===== src/sv/iis_pkg.sv =====
// ----------------------------------------------------------------------------
// iis_pkg
// Shared types, field widths, constants and datapath command codes for the
// imputation info score block.
// ----------------------------------------------------------------------------
package iis_pkg;

  // probability format
  localparam int PROB_W         = 16;
  localparam int PROB_FRAC_BITS = 15;

  // default site size limit
  localparam int MAX_SAMPLES_DEF = 65536;

  // result field widths
  localparam int INFO_W = 10;
  localparam int FREQ_W = 7;
  localparam int SEEN_W = 17;

  // per-sample term widths
  localparam int A0_W   = PROB_W + 2;   // p1 + 2*p2
  localparam int A1_W   = PROB_W + 3;   // p1 + 4*p2
  localparam int SQ_W   = 2 * A0_W;     // a0^2
  localparam int TERM_W = SQ_W + 1;     // signed variance term

  // iteration counts of the shared divide loop
  localparam int FQ_STEPS   = 9;        // frequency quotient stays below 512
  localparam int IDIV_STEPS = 12;       // top quotient bit flags a zero score
  localparam int QUO_W      = IDIV_STEPS;
  localparam int STP_W      = $clog2(IDIV_STEPS);

  // scale constants
  localparam int FREQ_SCALE = 200;      // 2 * 100 for round half up
  localparam int INFO_SCALE = 4000;     // 2 * 1000 * 2
  localparam int INFO_BIAS  = 2001;
  localparam int SCALE_W    = 12;       // bits of INFO_SCALE

  localparam logic [INFO_W-1:0] INFO_ONE = INFO_W'(1000);
  localparam logic [FREQ_W-1:0] FREQ_MAX = FREQ_W'(100);

  // datapath operations
  localparam int OP_W = 3;
  localparam logic [OP_W-1:0] OP_NONE      = 3'd0;
  localparam logic [OP_W-1:0] OP_FDIV_LOAD = 3'd1;
  localparam logic [OP_W-1:0] OP_DIV_STEP  = 3'd2;
  localparam logic [OP_W-1:0] OP_FREQ_SET  = 3'd3;
  localparam logic [OP_W-1:0] OP_MUL_STEP  = 3'd4;
  localparam logic [OP_W-1:0] OP_MULQ_LOAD = 3'd5;
  localparam logic [OP_W-1:0] OP_IDIV_LOAD = 3'd6;
  localparam logic [OP_W-1:0] OP_INFO_SET  = 3'd7;

  typedef struct packed {
    logic [PROB_W-1:0] prob_het;
    logic [PROB_W-1:0] prob_hom_alt;
    logic              last_sample;
  } iis_in_word_t;

  typedef struct packed {
    logic [INFO_W-1:0] info_milli;
    logic [FREQ_W-1:0] freq_centi;
    logic [SEEN_W-1:0] samples_seen;
  } iis_out_word_t;

  typedef struct packed {
    logic            take;
    logic            clear;
    logic [OP_W-1:0] op;
  } iis_cmd_t;

  typedef struct packed {
    logic n_zero;
    logic freq_trivial;
    logic mplier_zero;
  } iis_sts_t;

endpackage


===== src/sv/imputation_info_score.sv =====
// ----------------------------------------------------------------------------
// imputation_info_score
// Per-site imputation info score and allele frequency from a stream of
// per-sample genotype probabilities.
// ----------------------------------------------------------------------------
// one word per sample while busy is low: a word is taken on any clock edge
// with start high and busy low, so a site streams in at one sample a cycle.
// the word flagged last_sample is itself a sample; after it busy rises and
// the site result is worked out, then shown for one cycle with out_strobe
// high. the receiver cannot stall, so it must take the word in that cycle.
// the per-site tail first drains the square stage; an empty site then goes
// straight to the result. otherwise the restoring divider runs 9 steps for
// the frequency, and a site whose rounded frequency is 0 or 100 or whose
// variance sum is not positive stops there; else two shift-add products
// follow, each stepping through the bits of its multiplier (n*4000 and
// 2N - dosage sum), then 12 divider steps for the score. samples beyond
// MAX_SAMPLES in one site are ignored but still counted out by the last
// flag
// ----------------------------------------------------------------------------
module imputation_info_score
  import iis_pkg::*;
#(
  parameter int MAX_SAMPLES = MAX_SAMPLES_DEF
)(
  input  logic          clk,
  input  logic          rst_n,
  input  logic          start,
  output logic          busy,
  input  iis_in_word_t  in_word,
  output logic          out_strobe,
  output iis_out_word_t out_word
);

  iis_cmd_t cmd;
  iis_sts_t sts;

  // sequencer
  iis_ctrl u_ctrl (
    .clk        (clk),
    .rst_n      (rst_n),
    .start      (start),
    .last       (in_word.last_sample),
    .sts        (sts),
    .cmd        (cmd),
    .busy       (busy),
    .out_strobe (out_strobe)
  );

  // accumulators and shared arithmetic
  iis_datapath #(
    .MAX_SAMPLES (MAX_SAMPLES)
  ) u_dp (
    .clk      (clk),
    .rst_n    (rst_n),
    .cmd      (cmd),
    .in_word  (in_word),
    .sts      (sts),
    .out_word (out_word)
  );

endmodule


===== src/sv/iis_ctrl.sv =====
// ----------------------------------------------------------------------------
// iis_ctrl
// Sequencer: takes sample words, then steps the datapath through the
// frequency divide, two shift-add products and the score divide.
// ----------------------------------------------------------------------------
module iis_ctrl
  import iis_pkg::*;
(
  input  logic     clk,
  input  logic     rst_n,
  input  logic     start,
  input  logic     last,
  input  iis_sts_t sts,
  output iis_cmd_t cmd,
  output logic     busy,
  output logic     out_strobe
);

  localparam logic [3:0] ST_ACC   = 4'd0;
  localparam logic [3:0] ST_FLUSH = 4'd1;
  localparam logic [3:0] ST_FLOAD = 4'd2;
  localparam logic [3:0] ST_FDIV  = 4'd3;
  localparam logic [3:0] ST_FREQ  = 4'd4;
  localparam logic [3:0] ST_MULX  = 4'd5;
  localparam logic [3:0] ST_MULQ  = 4'd6;
  localparam logic [3:0] ST_IDIV  = 4'd7;
  localparam logic [3:0] ST_INFO  = 4'd8;
  localparam logic [3:0] ST_DONE  = 4'd9;

  logic [3:0]       state_r, state_nxt;
  logic [STP_W-1:0] stp_r, stp_nxt;

  always_comb begin
    state_nxt = state_r;
    stp_nxt   = stp_r;
    cmd.take  = 1'b0;
    cmd.clear = 1'b0;
    cmd.op    = OP_NONE;
    case (state_r)
      ST_ACC: begin
        if (start) begin
          cmd.take = 1'b1;
          if (last) begin
            state_nxt = ST_FLUSH;
          end
        end
      end
      ST_FLUSH: begin
        state_nxt = ST_FLOAD;
      end
      ST_FLOAD: begin
        cmd.op    = OP_FDIV_LOAD;
        stp_nxt   = '0;
        state_nxt = sts.n_zero ? ST_DONE : ST_FDIV;
      end
      ST_FDIV: begin
        cmd.op = OP_DIV_STEP;
        if (stp_r == STP_W'(FQ_STEPS - 1)) begin
          stp_nxt   = '0;
          state_nxt = ST_FREQ;
        end else begin
          stp_nxt = stp_r + 1'b1;
        end
      end
      ST_FREQ: begin
        cmd.op    = OP_FREQ_SET;
        state_nxt = sts.freq_trivial ? ST_DONE : ST_MULX;
      end
      ST_MULX: begin
        if (sts.mplier_zero) begin
          cmd.op    = OP_MULQ_LOAD;
          state_nxt = ST_MULQ;
        end else begin
          cmd.op = OP_MUL_STEP;
        end
      end
      ST_MULQ: begin
        if (sts.mplier_zero) begin
          cmd.op    = OP_IDIV_LOAD;
          stp_nxt   = '0;
          state_nxt = ST_IDIV;
        end else begin
          cmd.op = OP_MUL_STEP;
        end
      end
      ST_IDIV: begin
        cmd.op = OP_DIV_STEP;
        if (stp_r == STP_W'(IDIV_STEPS - 1)) begin
          stp_nxt   = '0;
          state_nxt = ST_INFO;
        end else begin
          stp_nxt = stp_r + 1'b1;
        end
      end
      ST_INFO: begin
        cmd.op    = OP_INFO_SET;
        state_nxt = ST_DONE;
      end
      ST_DONE: begin
        cmd.clear = 1'b1;
        state_nxt = ST_ACC;
      end
      default: begin
        state_nxt = ST_ACC;
      end
    endcase
  end

  always_ff @(posedge clk) begin
    if (!rst_n) begin
      state_r <= ST_ACC;
      stp_r   <= '0;
    end else begin
      state_r <= state_nxt;
      stp_r   <= stp_nxt;
    end
  end

  assign busy       = (state_r != ST_ACC);
  assign out_strobe = (state_r == ST_DONE);

endmodule


===== src/sv/iis_datapath.sv =====
// ----------------------------------------------------------------------------
// iis_datapath
// Sample accumulators with a registered square stage, plus one shared
// shift-add multiplier and restoring divider for the per-site result.
// ----------------------------------------------------------------------------
module iis_datapath
  import iis_pkg::*;
#(
  parameter int MAX_SAMPLES = MAX_SAMPLES_DEF
)(
  input  logic          clk,
  input  logic          rst_n,
  input  iis_cmd_t      cmd,
  input  iis_in_word_t  in_word,
  output iis_sts_t      sts,
  output iis_out_word_t out_word
);

  localparam int CNT_W  = $clog2(MAX_SAMPLES + 1);
  localparam int DOS_W  = A0_W + CNT_W;
  localparam int VAR_W  = TERM_W + CNT_W;
  localparam int MULA_W = CNT_W + SCALE_W;             // n * 4000
  localparam int DMS_W  = CNT_W + PROB_FRAC_BITS + 1;  // d - s
  localparam int FNUM_W = DOS_W + 9;                   // 200*s + d
  localparam int XW     = MULA_W + VAR_W - 1;
  localparam int QDW    = DOS_W + DMS_W + IDIV_STEPS;
  localparam int PW0    = (XW > QDW) ? XW : QDW;
  localparam int PW     = (PW0 > FNUM_W) ? PW0 : FNUM_W;
  localparam int MP_W   = (MULA_W > DMS_W) ? MULA_W : DMS_W;

  // square stage
  logic [A0_W-1:0] a0_c, a0_r, a0_nxt;
  logic [A1_W-1:0] a1_c, a1_r, a1_nxt;
  logic [SQ_W-1:0] sq_r, sq_nxt;
  logic            tv_r, tv_nxt;

  // site accumulators
  logic [DOS_W-1:0] dos_r, dos_nxt;
  logic [VAR_W-1:0] var_r, var_nxt;
  logic [CNT_W-1:0] cnt_r, cnt_nxt;

  // shared multiply / divide unit
  logic [PW-1:0]     rem_r, rem_nxt;
  logic [PW-1:0]     dvs_r, dvs_nxt;
  logic [PW-1:0]     acc_r, acc_nxt;
  logic [PW-1:0]     mcand_r, mcand_nxt;
  logic [MP_W-1:0]   mplier_r, mplier_nxt;
  logic [QUO_W-1:0]  quo_r, quo_nxt;
  logic [FREQ_W-1:0] freq_r, freq_nxt;
  logic [INFO_W-1:0] info_r, info_nxt;

  logic [QUO_W-1:0]  ceil_c;
  logic [INFO_W-1:0] info_c;
  logic [DMS_W-1:0]  dms_c;

  assign a0_c = A0_W'(in_word.prob_het) + A0_W'({in_word.prob_hom_alt, 1'b0});
  assign a1_c = A1_W'(in_word.prob_het) + A1_W'({in_word.prob_hom_alt, 2'b00});

  // sample path
  always_comb begin
    a0_nxt  = a0_r;
    a1_nxt  = a1_r;
    sq_nxt  = sq_r;
    tv_nxt  = 1'b0;
    cnt_nxt = cnt_r;
    dos_nxt = dos_r;
    var_nxt = var_r;
    if (cmd.take && (cnt_r < CNT_W'(MAX_SAMPLES))) begin
      a0_nxt  = a0_c;
      a1_nxt  = a1_c;
      sq_nxt  = SQ_W'(a0_c) * SQ_W'(a0_c);
      tv_nxt  = 1'b1;
      cnt_nxt = cnt_r + 1'b1;
    end
    if (tv_r) begin
      dos_nxt = dos_r + DOS_W'(a0_r);
      var_nxt = var_r + VAR_W'({a1_r, {PROB_FRAC_BITS{1'b0}}}) - VAR_W'(sq_r);
    end
    if (cmd.clear) begin
      cnt_nxt = '0;
      dos_nxt = '0;
      var_nxt = '0;
    end
  end

  // score from ceil(x / q): largest k with 2k <= 2001 - ceil(x/q)
  assign ceil_c = quo_r + QUO_W'(rem_r != '0);
  always_comb begin
    if (quo_r[QUO_W-1] || (ceil_c > QUO_W'(INFO_BIAS))) begin
      info_c = '0;
    end else begin
      info_c = INFO_W'((QUO_W'(INFO_BIAS) - ceil_c) >> 1);
    end
  end

  assign dms_c = (DMS_W'(cnt_r) << (PROB_FRAC_BITS + 1)) - DMS_W'(dos_r);

  // site result path
  always_comb begin
    rem_nxt    = rem_r;
    dvs_nxt    = dvs_r;
    acc_nxt    = acc_r;
    mcand_nxt  = mcand_r;
    mplier_nxt = mplier_r;
    quo_nxt    = quo_r;
    freq_nxt   = freq_r;
    info_nxt   = info_r;
    case (cmd.op)
      OP_FDIV_LOAD: begin
        rem_nxt  = PW'(FNUM_W'(dos_r) * FNUM_W'(FREQ_SCALE))
                 + (PW'(cnt_r) << (PROB_FRAC_BITS + 1));
        dvs_nxt  = PW'(cnt_r) << (PROB_FRAC_BITS + 2 + FQ_STEPS - 1);
        quo_nxt  = '0;
        freq_nxt = '0;
        info_nxt = INFO_ONE;
      end
      OP_DIV_STEP: begin
        if (rem_r >= dvs_r) begin
          rem_nxt = rem_r - dvs_r;
          quo_nxt = {quo_r[QUO_W-2:0], 1'b1};
        end else begin
          quo_nxt = {quo_r[QUO_W-2:0], 1'b0};
        end
        dvs_nxt = dvs_r >> 1;
      end
      OP_FREQ_SET: begin
        freq_nxt   = (quo_r >= QUO_W'(FREQ_MAX)) ? FREQ_MAX : quo_r[FREQ_W-1:0];
        acc_nxt    = '0;
        mcand_nxt  = PW'(var_r[VAR_W-2:0]);
        mplier_nxt = MP_W'(MULA_W'(cnt_r) * MULA_W'(INFO_SCALE));
      end
      OP_MUL_STEP: begin
        if (mplier_r[0]) begin
          acc_nxt = acc_r + mcand_r;
        end
        mcand_nxt  = mcand_r << 1;
        mplier_nxt = mplier_r >> 1;
      end
      OP_MULQ_LOAD: begin
        rem_nxt    = acc_r;
        acc_nxt    = '0;
        mcand_nxt  = PW'(dos_r);
        mplier_nxt = MP_W'(dms_c);
      end
      OP_IDIV_LOAD: begin
        dvs_nxt = acc_r << (IDIV_STEPS - 1);
        quo_nxt = '0;
      end
      OP_INFO_SET: begin
        info_nxt = info_c;
      end
      default: begin
      end
    endcase
  end

  always_ff @(posedge clk) begin
    if (!rst_n) begin
      tv_r  <= 1'b0;
      cnt_r <= '0;
      dos_r <= '0;
      var_r <= '0;
    end else begin
      tv_r  <= tv_nxt;
      cnt_r <= cnt_nxt;
      dos_r <= dos_nxt;
      var_r <= var_nxt;
    end
  end

  always_ff @(posedge clk) begin
    a0_r     <= a0_nxt;
    a1_r     <= a1_nxt;
    sq_r     <= sq_nxt;
    rem_r    <= rem_nxt;
    dvs_r    <= dvs_nxt;
    acc_r    <= acc_nxt;
    mcand_r  <= mcand_nxt;
    mplier_r <= mplier_nxt;
    quo_r    <= quo_nxt;
    freq_r   <= freq_nxt;
    info_r   <= info_nxt;
  end

  assign sts.n_zero       = (cnt_r == '0);
  assign sts.freq_trivial = (quo_r == '0) || (quo_r >= QUO_W'(FREQ_MAX))
                          || var_r[VAR_W-1] || (var_r == '0);
  assign sts.mplier_zero  = (mplier_r == '0);

  assign out_word.info_milli   = info_r;
  assign out_word.freq_centi   = freq_r;
  assign out_word.samples_seen = SEEN_W'(cnt_r);

endmodule


===== config.mk =====
export PLATFORM = sky130hd
export DESIGN_NAME = imputation_info_score
export DESIGN_NICKNAME = d
export VERILOG_FILES = /design/src/sv/iis_pkg.sv /design/src/sv/imputation_info_score.sv /design/src/sv/iis_ctrl.sv /design/src/sv/iis_datapath.sv
export SDC_FILE = /design/constraint.sdc
export NUM_CORES = 2
export LEC_CHECK = 0
export ABC_CLOCK_PERIOD_IN_PS = 8500
export BUFFER_PORTS_ARGS = -buffer_cell sky130_fd_sc_hd__buf_4
export CAP_MARGIN = 20
export CORE_ASPECT_RATIO = 0.6
export CORE_UTILIZATION = 48
export CTS_BUF_LIST = sky130_fd_sc_hd__clkbuf_8 sky130_fd_sc_hd__clkbuf_16
export DETAILED_ROUTE_END_ITERATION = 8
export HOLD_SLACK_MARGIN = 0.03
export PLACE_DENSITY = 0.66
export SLEW_MARGIN = 20
export SYNTH_ARGS = -nofsm -noshare
export SYNTH_HDL_FRONTEND = slang
export SYNTH_SLANG_ARGS = --single-unit

===== constraint.sdc =====
create_clock -name clk -period 8.5 [get_ports clk]
set_input_delay 0.425 -clock clk [delete_from_list [all_inputs] [get_ports clk]]
set_output_delay 0.425 -clock clk [all_outputs]
set_load 0.02 [all_outputs]

==> summary.txt <==
Floorplan
  – Num rows: 96
  – Boundary Pins: 72
  – Die H: 267 µm
  – Chip Width: 444 µm
  – Placeable Area: 0.115 mm²
  – Die area: 0.119 mm²
  – Initial Util: about half

Setup path
  – Kind of critical path: register to register
  – Worst setup EP type: register
  – Reg-to-reg startpoint: u_dp.dos_r[5]
  – Required time of the critical path: 8.95 ns
  – Worst R2R End: u_dp.rem_r[42]
  – FF-to-FF setup slack: roughly 0.35 ns
  – Startpoint type of the worst setup path: register
  – Data arrival time of the worst path: between 8 and 9 ns
  – Reg2reg path depth: 27
  – Worst Path Max Fanout: 7

Place
  – Hpwl dp: around 150 mm
  – Gpl congestion: approximately 1.0
  – Pre-CTS WS: -0.850 ns
  – IO Port Bufs: a little over 70

STA
  – RSZ-0062 raised after global routing: no
  – Worst Tran Pin Value: 1.24 ns
  – Setup TNS: 0 ns
  – Max-slew violations: 0
  – Final setup violation count: 0
  – Fin worst setup slack: between 0.3 and 0.4 ns
  – Clock period minus worst slack: 8.15 ns
  – Hold WS: between 0.1 and 0.15 ns
  – Slew headroom: approximately 17%
  – Worst Skew: about 0.056 ns
  – FMAX: roughly 0.12 GHz
  – Period utilization: 95.9%
  – Hold Vio Cnt, Final: 0

Drt
  – Detailed-route wire length: between 150 and 200 mm
  – Antenna-violating nets left: 0
  – Via-per-instance ratio: 6.00
  – DR iter-0 viols: 5,854
  – DR DRC count: 3
  – DRT Pass-1 Iters: 9
  – Wire per inst: 23.2 µm
  – Vias: 47,600

CTS
  – Max H-tree Level: 2
  – CTS clk-pin slew, worst paths: ~0.07 ns
  – Deepest clock path buffer count: 3
  – TritonCTS clock tree: built
  – Clk_lat worst skew: 0.72 ns
  – Sink Count: approximately 580
  – CTS root buffer: clkbuf_16
  – Num CTS Buffers: 60

Run
  – Max-cap violation count: 0

Layout
  – Share of cells above drive strength 1: 8.18%
  – Area delta synth->final: 10.2%
  – Final #Nets: between 7,000 and 8,000
  – Core Util, Final: a little over half
  – Fillers: 10,400

Synthesis
  – Synthesized net count: around 7,000
  – Post-Syn Area: 0.0563 mm²
  – Area leader, netlist: edfxtp_1
  – Syn_area_per_cell: slightly above 9 µm²
  – Cells after Synth: slightly above 6,000
  – Top cells by area, synth: edfxtp_1, ha_1, fa_1
  – Seq/Total Area, Yosys: 28.6%
  – Yosys warns: 0
  – Top FF cell, synth: edfxtp_1
  – EDFF count, synth: between 400 and 500
  – Area share of the largest cell type after synthesis: about a quarter
  – Post-synth cell types: 106
  – FFs w/ async S/R, synth: 0%
  – Flops & latches, synth: about 580

Worst hold path
  – Worst hold stages: 2
  – Worst Hold Launch: rst_n
  – Min-delay worst type: primary input to register
  – Endpoint, Worst Hold: u_ctrl.state_r[2]

Global route
  – GR Util All Layers: between 30% and 40%
  – Largest net degree at the start of global routing: approximately 120
  – First-pass GRT wire length: roughly 280 mm
  – Vias in the first global route: between 40,000 and 50,000
  – Initial antenna violation count: 3
  – Grt ovf: 0

Run status
  – Failing checks: DRC
  – Status: finished, violations left
-- layout make-up --
type	instances	area (µm²)	area share (%)
antenna	1	2.50	0.00403
clock buffer	63	1540	2.49
clock inverter	49	536	0.863
inverter	897	3370	5.43
multi-input combinational	4504	36200	58.3
sequential	575	16100	26.0
tap	1519	1900	3.06
timing repair buffer	319	2430	3.91
-- synth_stat cells (all sizes together), types with 71 or more instances --
master	number
nor2	472
fa	338
nand3	90
xnor2	276
nand2	480
and2	77
nor3	71
xor2	138
a21oi	417
inv	895
o21ai	364
edfxtp	460
clkbuf	198
dfxtp	115
ha	618
a21o	183
nand4	94
o21bai	82
-- cell families after synthesis --
logic type | after synthesis | synth area share, %
and+or+nand+nor | 1549 | 12.9
AOI/OAI and AO/OA | 1537 | 17.9
buffers and inverters | 1129 | 7.58
adders and majority gates | 956 | 25.7
DFF | 575 | 28.6
xor gates and xnor gates | 414 | 6.44
muxes | 48 | 0.858
-- critical path: stages (launching register included) --
cell	delay [ns]
dfxtp_1	0.56
inv_1	0.16
ha_1	0.31
ha_1	0.28
inv_1	0.05
fa_1	0.50
inv_1	0.04
ha_1	0.35
a211oi_1	0.37
o211ai_1	0.17
a221oi_2	0.54
o21bai_1	0.14
a21oi_1	0.33
o21ai_0	0.24
a21oi_1	0.35
o21ai_0	0.27
xor2_1	0.22
ha_1	0.39
nand3_1	0.13
o31ai_1	0.55
and3_1	0.24
a211oi_1	0.08
or3_1	0.33
a41oi_1	0.45
nor4b_4	0.41
nand3_1	0.15
xor2_1	0.21
o21ai_1	0.10
-- routing by layer --
metal	part of all wire [%]	wire (µm)	global-route usage, %	vias up
met5	0.0071	13	0	-
met4	1.1	1960	3.68	2
met3	17	30500	13.9	133
met2	34	62800	36.9	2374
met1	48	88900	49.5	23100
li1	-	-	-	21900
-- stage by stage --
stage                     instances  area, µm²
after global routing           7927      62100
final                          7927      62100
after detailed placement       7809      59800
after floorplan                6208      56300
after CTS                      7922      61900
after global placement         7808      59800
-- worst max-delay path by stage --
| stage | start | end | slack, ns | cells after the start |
|---|---|---|---|---|
| 6_report | u_dp.dos_r[5] | u_dp.rem_r[42] | 0.35 | 27 |
| 5_1_grt | in_word[1] | u_dp.sq_r[33] | 0.006 | 37 |
| 3_5_place_dp | in_word[2] | u_dp.sq_r[35] | -0.85 | 36 |
| 2_1_floorplan | in_word[1] | u_dp.sq_r[34] | 0.04 | 38 |
| 3_3_place_gp | in_word[2] | u_dp.sq_r[35] | -0.79 | 38 |
| 4_1_cts | in_word[2] | u_dp.sq_r[35] | 0.008 | 38 |
-- cell usage in the layout, fill, tap and decap left out, types with 15 or more instances in the layout --
| cell | count |
|---|---|
| buf_4 | 313 |
| xor2_1 | 138 |
| xnor2_1 | 274 |
| a211oi_1 | 42 |
| a21oi_1 | 404 |
| o21ai_0 | 340 |
| dfxtp_1 | 114 |
| a22oi_1 | 44 |
| nor2b_1 | 43 |
| a222oi_1 | 58 |
| o21bai_1 | 80 |
| a31oi_1 | 51 |
| o21a_1 | 55 |
| and3_1 | 40 |
| o211ai_1 | 25 |
| a221oi_1 | 15 |
| nor4_1 | 58 |
| o21ai_1 | 23 |
| mux2i_1 | 46 |
| and2_1 | 77 |
| nand3_1 | 90 |
| o31ai_1 | 34 |
| edfxtp_1 | 460 |
| nand4_1 | 94 |
| nor3_1 | 65 |
| a21boi_0 | 15 |
| nand2_1 | 476 |
| fa_1 | 335 |
| clkbuf_16 | 60 |
| nand2b_1 | 47 |
| ha_1 | 617 |
| nor2_1 | 471 |
| inv_1 | 900 |
| a21o_1 | 183 |
-- timing repair --
item / 4_1_cts / 5_1_grt
setup endpoints to repair: 2 / 12
hold buffers: 1 / 0
resized for setup: 2 / 34
pin swaps: 0 / 21
setup buffers: 0 / 4
hold endpoints to repair: 1 / 0
-- registers in the layout, indices dropped and copies added, names as in the netlist, 7 cells and up --
register,flops
u_dp.mplier_r,33
u_dp.mcand_r,82
u_dp.acc_r,82
u_dp.dos_r,35
u_dp.info_r,10
u_dp.cnt_r,17
u_dp.quo_r,12
u_dp.rem_r,82
u_dp.freq_r,7
u_dp.sq_r,35
u_dp.var_r,54
u_dp.a1_r,18
u_dp.a0_r,17
u_dp.dvs_r,82
Power is left out: the tool's default activity adds up to more than one toggle a clock period on the data nets, which glitch-free logic cannot reach.
